==> src/design/satd_ram.sv <==
`timescale 1ns / 1ps
// ----------------------------------------------------------------------------
// satd_ram
// Simple dual-port RAM, one write port and one registered read port.
// ----------------------------------------------------------------------------
module satd_ram #(
    parameter int WIDTH = 8,
    parameter int DEPTH = 16
) (
    input  logic                     i_clk,
    input  logic                     i_we,
    input  logic [$clog2(DEPTH)-1:0] i_waddr,
    input  logic [WIDTH-1:0]         i_wdata,
    input  logic [$clog2(DEPTH)-1:0] i_raddr,
    output logic [WIDTH-1:0]         o_rdata
);

    logic [WIDTH-1:0] r_mem [DEPTH];
    logic [WIDTH-1:0] r_rdata;

    always_ff @(posedge i_clk) begin
        if (i_we) begin
            r_mem[i_waddr] <= i_wdata;
        end
        r_rdata <= r_mem[i_raddr];
    end

    assign o_rdata = r_rdata;

endmodule

==> config.mk <==
export PLATFORM = sky130hd
export DESIGN_NAME = satd_ram
export DESIGN_NICKNAME = d
export VERILOG_FILES = /design/src/design/satd_ram.sv
export SDC_FILE = /design/constraint.sdc
export NUM_CORES = 1
export LEC_CHECK = 0
export BUFFER_PORTS_ARGS = -buffer_cell sky130_fd_sc_hd__buf_2
export CORE_UTILIZATION = 49
export CTS_CLUSTER_SIZE = 12
export DETAILED_ROUTE_END_ITERATION = 7
export GPL_TIMING_DRIVEN = 0
export HOLD_SLACK_MARGIN = 0.02
export PLACE_DENSITY = 0.66
export SLEW_MARGIN = 20
export SYNTH_ARGS = -nofsm -noshare
export SYNTH_HDL_FRONTEND = slang
export SYNTH_SLANG_ARGS = --single-unit
==> constraint.sdc <==
create_clock -name i_clk -period 1.85 [get_ports i_clk]
set_input_delay 0.185 -clock i_clk [delete_from_list [all_inputs] [get_ports i_clk]]
set_output_delay 0.185 -clock i_clk [all_outputs]
set_load 0.05 [all_outputs]
# Word level (Yosys, flattened, before mapping)
# Memories as Yosys holds them, arrays and structs flattened. A register that Yosys moved wholly into a read port is not among the register bits.
# Index checks and enable logic that the tools add are counted.
[totals] ff_bits=0 output_inout_bits=8 wordCells=3 inputBits=18 n_memories=1 mem_bits_rw=128
[memory_table] memory="r_mem" words=16 word_bits=8 read_ports=1 rd_clocked_by_memory_dff=1 write_ports=1 line="18" rtl="logic [WIDTH-1:0] r_mem [DEPTH];"
[op_classes] muxes=2
[ops] op="$mux 1" n=2

# Depth between registers and ports, before layout
[logic_depth] depth_word=2 ltp_mapped=5 ltp_nobuf=3

# Worst setup path after synthesis
# OpenSTA, ideal clock, no wires.
[synth_path] kind="in2reg" start="input port i_waddr[2]" end="memory r_mem[0][0], enable pin" cell_stages=2 required_ps=1467 n_path_buf=0 setup_time_ps=383 slack_ps=172 arrival_time_ps=1295 cell_sequence="or3b_2 -> nor3_1"
[synth_lines] item="start, declared" line="12" rtl="input logic [$clog2(DEPTH)-1:0] i_waddr,"
[synth_lines] item="end, declared" line="18"
# No word-level cell before the write port.

==> results.sh <==
export IMPL_post_cts_buffers=0
export IMPL_areaGrowthSynthToFinish_pct=19.0
export IMPL_critical_path_class="register to register"
export IMPL_cts_tree="done"
export IMPL_synth_area_leaders="edfxtp_1 (75%), mux4_2 (7.9%), mux4_1 (7.1%), dfxtp_1 (3.1%), a22oi_1 (2.3%)"
export IMPL_startpoint_type="register"
export IMPL_cp_required_ps=2240
export IMPL_synth_commonest_cells="edfxtp_1 (128), mux4_2 (18), a22oi_1 (16)"
export IMPL_synth_most_common_cell="edfxtp_1"
export IMPL_dieWidth_um=104
export IMPL_cts_htree_levels=4
export IMPL_min_period_ps=1430
export IMPL_synth_seq_cells=136
export IMPL_rows=37
export IMPL_grt_pass1_vias=2382
export IMPL_worst_setup_path_end_kind="register"
export IMPL_grt_usage_pct=19.2
export IMPL_worst_slew_pin_slew_ps=809
export IMPL_switching_share_pct=19.6
export IMPL_slew_viol_final=0
export IMPL_p_comb_share_pct=5.2
export IMPL_intPower_uw=6120
export IMPL_yosys_cell_types_count=19
export IMPL_postRouteWirelength_um=9640
export IMPL_ys_flop_type="edfxtp_1"
export IMPL_arrival_ps=1820
export IMPL_fin_hold_ws_ps=76.0
export IMPL_synth_warnings=0
export IMPL_gr_total_overflow=0
export IMPL_io_buffers=24
export IMPL_io_pins=26
export IMPL_slew_headroom_pct=45.9
export IMPL_syn_inst=229
export IMPL_fin_crit_sh_pct=77.3
export IMPL_cts_buffers=17
export IMPL_finalNonFillerCells=421
export IMPL_hp_class="input port to register"
export IMPL_grt_pass1_wl_um=14300
export IMPL_dieArea_sq_um=10900
export IMPL_clkLatencyLatePin_ps=510
export IMPL_antenna_found_initial=0
export IMPL_syn_nets=247
export IMPL_start_util_pct=50.3
export IMPL_synth_top_area_cell="edfxtp_1"
export IMPL_worst_slack_ps=420
export IMPL_core_area_sq_um=10200
export IMPL_vias_per_cell=5.65
export IMPL_status="finished clean"
export IMPL_syn_area_sq_um=5150
export IMPL_die_h_um=104
export IMPL_p_leak_uw=0.00206
export IMPL_num_vias=2379
export IMPL_drtIter0Drc=121
export IMPL_layout_drive_gt1_share_pct=30.5
export IMPL_wl_per_cell_um=22.9
export IMPL_setup_violations=0
export IMPL_dp_hpwl_um=5790
export IMPL_async_reset_ff_share_pct=0
export IMPL_fin_skew_ps=5.97
export IMPL_path_clk_slew_ps=60
export IMPL_rsz0062_at_grt="false"
export IMPL_fillers=739
export IMPL_hold_viol_final=0
export IMPL_post_cts_resized=0
export IMPL_cts_root_buf="clkbuf_8"
export IMPL_synth_top_area_share_pct=74.7
export IMPL_synth_edf_count=128
export IMPL_synth_area_per_cell_sq_um=22.5
export IMPL_clkPwrFrac_pct=49.3
export IMPL_clk_path_buf_depth=2
export IMPL_cts_sinks=136
export IMPL_fmax_mhz=699
export IMPL_drc=0
export IMPL_nets=290
export IMPL_cts_hold_buf=0
export IMPL_dp_cells=389
export IMPL_pre_cts_slack_ps=-34.4
export IMPL_place_gp_congestion=0.682
export IMPL_grt_max_degree=17
export IMPL_firstDrtPassIters=5
export IMPL_ir_worst_vdd_mv=0.666
export IMPL_switchingPower_uw=1490
export IMPL_p_seq_share_pct=45.5
export IMPL_power_density_nw_per_um2=1240
export IMPL_cap_violations=0
export IMPL_critPathMaxFanout=1
export IMPL_yosysSeqAreaShare_pct=77.8
export IMPL_drtAntennaViolNets=0
export IMPL_diodes=0
[worst paths after layout]
kind	start	endpoint	cells after the start	slack [ps]
max	r_mem[7][4]	o_rdata[4]	3	420
min	i_wdata[0]	r_mem[7][0]	1	80
max reg2reg	r_mem[7][4]	o_rdata[4]	3	420
min reg2reg	r_mem[8][3]	o_rdata[3]	3	670
[cells in the final DEF, fill, tap and decap left out, types with 4 or more instances in the layout]
cell type,synthesis,routed
a22oi_1,16,16
buf_2,3,27
bufinv_16,0,6
clkbuf_16,0,16
dfxtp_1,8,8
edfxtp_1,128,128
mux4_1,14,14
mux4_2,18,18
nand2_1,9,9
nor2_1,13,13
nor3_2,0,4
[cells by family (layout without fill, tap and decap cells)]
family,after synthesis,after routing,synth area share (%)
DFF,136,136,77.8
and+or+nand+nor,35,35,3.18
muxes,32,32,15.0
AOI/OAI and AO/OA,16,16,2.33
buffers and inverters,10,66,1.68
[critical path, cell delays in order (launching register included)]
cell      delay (ps)
edfxtp_1         380
mux4_2           530
a22oi_1          280
nand2_1          110
[flip-flops by register name, summed over array words and instances, names as in the netlist]
signal   cells
r_mem      128
o_rdata      8
[routing by layer]
layer  global-route usage (%)  vias to the layer above  part of all wire (%)
met5                        0                        -                     0
li1                         -                     1062                     -
met3                     3.95                       11                   5.8
met4                     8.78                        0                   1.8
met2                     28.2                       73                    46
met1                     27.9                     1233                    46
[power groups by stage]
stage / combinational (uW) / sequential [uW] / clock [uW]
after floorplan: 175 / 3600 / 0
after global placement: 389 / 3520 / 0
after detailed placement: 399 / 3520 / 0
after CTS: 403 / 3460 / 3790
after global routing: 424 / 3470 / 3900
final: 398 / 3460 / 3750
[metrics by stage]
stage | area (sq um) | total power, uW | TNS (ps) | util, %
detailed placement | 5460 | 3920 | -576 | 53.3
floorplan | 5150 | 3770 | 0 | -
global route | 6130 | 7790 | 0 | 59.9
global placement | 5440 | 3910 | -4080 | 53.1
finish | 6130 | 7610 | 0 | 59.9
CTS | 6130 | 7650 | 0 | 59.9
[cell type report]
| class | count | area, sq um | share of cell area (%) |
|---|---|---|---|
| clock buffer | 21 | 449 | 7.33 |
| multi-input combinational | 83 | 1080 | 17.6 |
| clock inverter | 11 | 220 | 3.59 |
| timing repair buffer | 24 | 120 | 1.96 |
| tap | 136 | 170 | 2.78 |
| sequential | 136 | 4000 | 65.3 |
| buffer | 10 | 86.3 | 1.41 |
No activity file was read; power rests on OpenSTA's default activity.
