## config.mk

```make
export PLATFORM = sky130hd
export DESIGN_NAME = satd_mod
export DESIGN_NICKNAME = d
export VERILOG_FILES = /design/src/design/satd_pkg.sv /design/src/design/satd_mod.sv
export SDC_FILE = /design/constraint.sdc
export NUM_CORES = 1
export LEC_CHECK = 0
export BUFFER_PORTS_ARGS = -buffer_cell sky130_fd_sc_hd__buf_2
export CAP_MARGIN = 20
export CELL_PAD_IN_SITES_DETAIL_PLACEMENT = 1
export CELL_PAD_IN_SITES_GLOBAL_PLACEMENT = 1
export CORE_ASPECT_RATIO = 0.75
export CORE_UTILIZATION = 48
export DETAILED_ROUTE_END_ITERATION = 8
export GPL_TIMING_DRIVEN = 0
export PLACE_DENSITY_LB_ADDON = 0.1
export REMOVE_ABC_BUFFERS = 1
export SETUP_SLACK_MARGIN = 0.15
export SYNTH_ARGS = -nofsm -noshare
export SYNTH_HDL_FRONTEND = slang
export SYNTH_SLANG_ARGS = --single-unit
```

## constraint.sdc

```tcl
create_clock -name i_clk -period 4.3 [get_ports i_clk]
set_input_delay 0 -clock i_clk [delete_from_list [all_inputs] [get_ports i_clk]]
set_output_delay 0 -clock i_clk [all_outputs]
set_load 0.02 [all_outputs]
```

## src/design/satd_pkg.sv

```systemverilog
`timescale 1ns / 1ps
// ----------------------------------------------------------------------------
// satd_pkg
// Shared constants, codes and types of the saturation trend detector.
// ----------------------------------------------------------------------------
package satd_pkg;

    localparam int WINDOW_MAX_DEF   = 64;
    localparam int FAST_FAIL_FACTOR = 3;

    localparam int FLITS_W  = 16;
    localparam int TIME_W   = 32;
    localparam int VALUE_W  = 24;
    localparam int WSIZE_W  = 7;
    localparam int LIMIT_W  = 8;
    localparam int CFG_W    = 16;
    localparam int CFG_IDX_W = 2;

    localparam logic [CFG_IDX_W-1:0] CFG_FLIT_INTERVAL = 2'd0;
    localparam logic [CFG_IDX_W-1:0] CFG_WINDOW_SIZE   = 2'd1;
    localparam logic [CFG_IDX_W-1:0] CFG_ATTEMPT_LIMIT = 2'd2;

    localparam logic [1:0] VERDICT_NONE      = 2'd0;
    localparam logic [1:0] VERDICT_WARMED    = 2'd1;
    localparam logic [1:0] VERDICT_SATURATED = 2'd2;

    localparam logic [FLITS_W-1:0] FLIT_INTERVAL_RST = 16'd1024;
    localparam logic [WSIZE_W-1:0] WINDOW_SIZE_RST   = 7'd5;
    localparam logic [LIMIT_W-1:0] ATTEMPT_LIMIT_RST = 8'd10;

    // Result of one pass over the window.
    typedef struct packed {
        logic               done;
        logic               positive;
        logic [VALUE_W-1:0] max_value;
    } t_stat_res;

endpackage

```

## src/design/satd_mod.sv

```systemverilog
`timescale 1ns / 1ps
// ----------------------------------------------------------------------------
// satd_mod
// Restoring remainder unit: 17-bit dividend by 16-bit divisor, one bit a cycle.
// ----------------------------------------------------------------------------
module satd_mod (
    input  logic                        i_clk,
    input  logic                        i_rst_n,
    input  logic                        i_start,
    input  logic [satd_pkg::FLITS_W:0]  i_num,
    input  logic [satd_pkg::FLITS_W-1:0] i_den,
    output logic                        o_done,
    output logic [satd_pkg::FLITS_W-1:0] o_rem
);

    localparam int NW = satd_pkg::FLITS_W + 1;

    logic                 r_busy;
    logic [4:0]           r_cnt;
    logic [NW-1:0]        r_num;
    logic [NW-1:0]        r_rem;
    logic [NW-2:0]        r_den;
    logic                 r_done;
    logic [NW-1:0]        rem_sh;
    logic [NW-1:0]        rem_nx;

    always_comb begin
        rem_sh = {r_rem[NW-2:0], r_num[NW-1]};
        if (rem_sh >= {1'b0, r_den}) begin
            rem_nx = rem_sh - {1'b0, r_den};
        end else begin
            rem_nx = rem_sh;
        end
    end

    always_ff @(posedge i_clk) begin
        if (!i_rst_n) begin
            r_busy <= 1'b0;
            r_done <= 1'b0;
            r_cnt  <= '0;
        end else begin
            r_done <= 1'b0;
            if (i_start) begin
                r_busy <= 1'b1;
                r_cnt  <= 5'(NW - 1);
            end else if (r_busy) begin
                r_cnt <= r_cnt - 5'd1;
                if (r_cnt == 5'd0) begin
                    r_busy <= 1'b0;
                    r_done <= 1'b1;
                end
            end
        end
        if (i_start) begin
            r_num <= i_num;
            r_den <= i_den;
            r_rem <= '0;
        end else if (r_busy) begin
            r_num <= {r_num[NW-2:0], 1'b0};
            r_rem <= rem_nx;
        end
    end

    assign o_done = r_done;
    assign o_rem  = r_rem[NW-2:0];

endmodule

```

======== After elaboration in Yosys (flattened, before gate mapping) ========
Cells that the tools add are included.
word-level totals
  bits in registers ....................... 56
  bits of input ports ..................... 36
  output and inout port bits .............. 17
cells by class
  add/subtract/negate cells ............... 2
  $lt $le $gt $ge ......................... 1
  multiplexer cells ....................... 9
  bitwise gates (word level) .............. 2
  reduce and logical (&&, ||, !) cells .... 4
operators by type and width
  operator                                          count
  2-to-1 mux 17 bit                                 2
  greater-or-equal comparator 17 x 16 -> 1 bit      1
  2-to-1 mux 16 bit                                 1
  subtractor 16 bit                                 1
  2-to-1 mux 5 bit                                  2
  logical NOT 5 bit                                 1
  subtractor 5 x 1 -> 5 bit, second input constant  1
  2-to-1 mux 1 bit                                  4
  OR reduction 3 bit                                1
  NOT 1 bit                                         2
  nonzero test 2 bit                                1
  OR reduction 2 bit                                1

======== Logic depth before layout (Yosys ltp) ========
  depth in word-level cells ............... 4
  depth in mapped cells ................... 11
  depth with buffers taken out ............ 11

======== Worst setup path after synthesis ========
No wires, ideal clock.
  path kind ............................... register to register
  start point ............................. register r_num[16]
  end point ............................... register r_rem[8]
  library setup time ...................... 0.091 ns
  arrival time ............................ 2.315 ns
  path slack .............................. 1.894 ns
  stages on the path, launching flop included .. 12
  path buffers ............................ 0
  clock period less this slack ............ 2.406 ns
  cell sequence ........................... edfxtp_1 -> inv_1 -> ha_1 -> inv_1 -> fa_1 -> a211o_1 -> a21oi_1 -> nor2b_1 -> o41a_1 -> xor2_1 -> o21ai_2 -> a311oi_1
between the ends
  word-level cells in the longest chain between the ends .. 2
RTL lines
  item                                                                                      line                            text
  start, declared                                                                           satd_mod.sv:20                  logic [NW-1:0] r_num;
  start signal, assigned                                                                    satd_mod.sv:55                  r_num <= i_num;
  start signal, assigned                                                                    satd_mod.sv:59                  r_num <= {r_num[NW-2:0], 1'b0};
  subtractor 16 bit / greater-or-equal comparator 17 x 16 -> 1 bit (equally long branches)  satd_mod.sv:30, satd_mod.sv:29
  2-to-1 mux 16 bit (*)                                                                     satd_mod.sv:29                  if (rem_sh >= {1'b0, r_den}) begin
  end signal, assigned                                                                      satd_mod.sv:60                  r_rem <= rem_nx;
  end, declared                                                                             satd_mod.sv:21                  logic [NW-1:0] r_rem;
Mark *: on every way between the ends. The rest lies on a longest branch, timed or not.
A chain may end at the register's enable or synchronous reset.

======== Worst setup path in the final report ========
Same ends and word-level chain as after synthesis.

==> flow_metrics.env <==
export IMPL_worst_pin_slew_ns=0.943
export IMPL_cts_buffer_depth=2
export IMPL_setup_slack_ns=1.49
export IMPL_clock_sinks=56
export IMPL_area_delta_synth_final_pct=24.1
export IMPL_grt_pass1_vias=2801
export IMPL_final_hold_viol_count=0
export IMPL_drt_initial_drc_count=84
export IMPL_core_mm2=0.00641
export IMPL_grt_max_degree=40
export IMPL_p_total_mw=1.35
export IMPL_rows=25
export IMPL_die_x_um=96.8
export IMPL_portBuffers=52
export IMPL_rsz0062_at_grt="no"
export IMPL_clock_latency_ns=0.33
export IMPL_utilization=0.626
export IMPL_drc=0
export IMPL_use_met3=0.0508
export IMPL_cts_max_level=2
export IMPL_pre_cts_ws_ns=1.61
export IMPL_relSlewSlack=0.371
export IMPL_wirelength_mm=8.65
export IMPL_vias_per_cell=5.59
export IMPL_maxSlewViolCount=0
export IMPL_crit_required_ns=4.54
export IMPL_grt_pass1_wl_mm=14.1
export IMPL_post_dp_hpwl_mm=5.26
export IMPL_finClkSkew_ns=0.0102
export IMPL_critical_path_arrival_ns=3.05
export IMPL_die_height_um=73.1
export IMPL_met2_usage=0.477
export IMPL_die_area_mm2=0.00707
export IMPL_synth_edff_count=33
export IMPL_cap_violations=0
export IMPL_mostFrequentLayoutCells="buf_2 (52), dlygate4sd3_1 (34), edfxtp_1 (33), nor2_1 (30), inv_1 (26)"
export IMPL_ir_drop_mv=0.208
export IMPL_synthDistinctLibCells=56
export IMPL_ys_seq_area_frac=0.449
export IMPL_crit_type="register to register"
export IMPL_post_route_period_util=0.652
export IMPL_dr_pass1_iters=4
export IMPL_numCtsBuffers=5
export IMPL_synthCells=303
export IMPL_clock_root_buffer="clkbuf_8"
export IMPL_num_vias=2614
export IMPL_cts_tree="yes"
export IMPL_setup_viol=0
export IMPL_status="completed"
export IMPL_diodes=0
export IMPL_grt_total_usage=0.258
export IMPL_worst_setup_path_start_kind="register"
export IMPL_layout_commonest_cell="buf_2"
export IMPL_fin_tns_setup_ns=0
export IMPL_cts_setup_buffers=0
export IMPL_hold_worst_slack_ns=0.145
export IMPL_p_leak_nw=1.66
export IMPL_overflow=0
export IMPL_post_drt_wl_per_cell_um=18.5
export IMPL_num_nets_final=441
export IMPL_pwr_density_cell_mw_per_mm2=336
export IMPL_clk_pin_slew_ns=0.11
export IMPL_drive_gt1_frac=0.266
export IMPL_gp_congestion=0.780
export IMPL_timing_fmax_mhz=356
export IMPL_antenna_found_initial=0
export IMPL_syn_area_per_cell_um2=10.7
export IMPL_fin_crit_ns=2.81
export IMPL_ys_warnings_count=0
export IMPL_ys_seq_elements=56
export IMPL_synthArstFlopShare=0
export IMPL_ys_flop_type="edfxtp_1"
export IMPL_ios=53
export IMPL_endpoint_kind="register"
export IMPL_holdCritPathClass="input port to register"
export IMPL_synth_area_mm2=0.00323
export IMPL_start_util=0.504
export IMPL_worstPathMaxFanout=3
export IMPL_top_usage_layer="met2"
export IMPL_ant_nets=0
export IMPL_use_met1=0.312
## worst paths after layout
| check | cells past startpoint | end | slack [ns] | from |
|---|---|---|---|---|
| worst max-delay path | 11 | r_rem[8] | 1.49 | r_num[16] |
| worst min-delay path | 1 | r_den[12] | 0.14 | i_start |
| worst max register to register | 11 | r_rem[8] | 1.49 | r_num[16] |
| worst min register to register | 2 | r_rem[11] | 0.53 | r_rem[11] |
## layout make-up
class | count | area [um2]
clock buffer | 5 | 68.8
clock inverter | 3 | 21.3
fill | 693 | 2400
inverter | 26 | 97.6
multi-input combinational | 208 | 1620
sequential | 56 | 1450
tap | 81 | 101
timing repair buffer | 89 | 656
## registers in the layout (all words and copies together) (netlist names)
register and cells:
o_done 1, r_busy 1, r_cnt 5, r_den 16, r_num 17, r_rem 16
## power by group
group | switching [mW] | internal (mW) | total, mW
logic | 0.217 | 0.170 | 0.387
clock network | 0.199 | 0.117 | 0.315
registers | 0.0306 | 0.619 | 0.649
total | 0.446 | 0.905 | 1.35
## cells by family after synthesis
| kind of cell | after synthesis | share of synthesized area |
|---|---|---|
| simple gates | 84 | 0.136 |
| flops | 56 | 0.449 |
| compound gates | 75 | 0.193 |
| mux | 16 | 0.0557 |
| fa+ha+maj | 19 | 0.0758 |
| buf+inv | 39 | 0.0507 |
| xor+xnor | 14 | 0.0402 |
## layer usage
layer  vias to the layer above  wire length (um)
li1                       1270                 -
met1                      1271              3920
met2                        60              4310
met4                         0               109
met3                        13               312
met5                         -                 0
## cell usage after synthesis (3+ instances only)
library cell	n	area [um2]
a211oi_1	5	37.5
nor2b_1	4	25.0
a21o_1	7	52.6
clkbuf_1	9	33.8
edfxtp_1	33	991
nand2b_1	3	18.8
o21ai_2	4	35.0
o21ai_0	7	35.0
nand2_1	11	41.3
nor2_1	30	113
ha_1	18	225
nor3b_1	3	22.5
dfxtp_1	23	460
mux2_2	16	180
nand3_1	14	70.1
xor2_1	6	52.6
o21a_1	4	30.0
a21oi_1	8	40.0
xnor2_1	7	61.3
o211ai_1	3	22.5
o21ai_1	3	15.0
a311oi_1	11	96.3
inv_1	26	97.6
nor4_1	3	18.8
nor3_1	4	20.0
## metrics by stage
step	area, um2	std cells
finish	4020	468
global route	4020	468
CTS	4020	468
detailed placement	3580	426
global placement	3530	423
floorplan	3170	290
## timing repair
action,CTS,global route
hold buffers,34,0
hold endpoints to repair,35,0
resized for setup,0,0
## worst max-delay path, stage by stage, from the launching register on
cell and delay (ns):
edfxtp_1 0.43, inv_1 0.08, ha_1 0.20, inv_1 0.08, fa_1 0.46, a211o_1 0.35, a21oi_1 0.19, nor2b_1 0.09
o41a_1 0.33, xor2_1 0.17, o21ai_2 0.07, a311oi_1 0.26
Note: power is estimated with default switching activity, not from simulation.
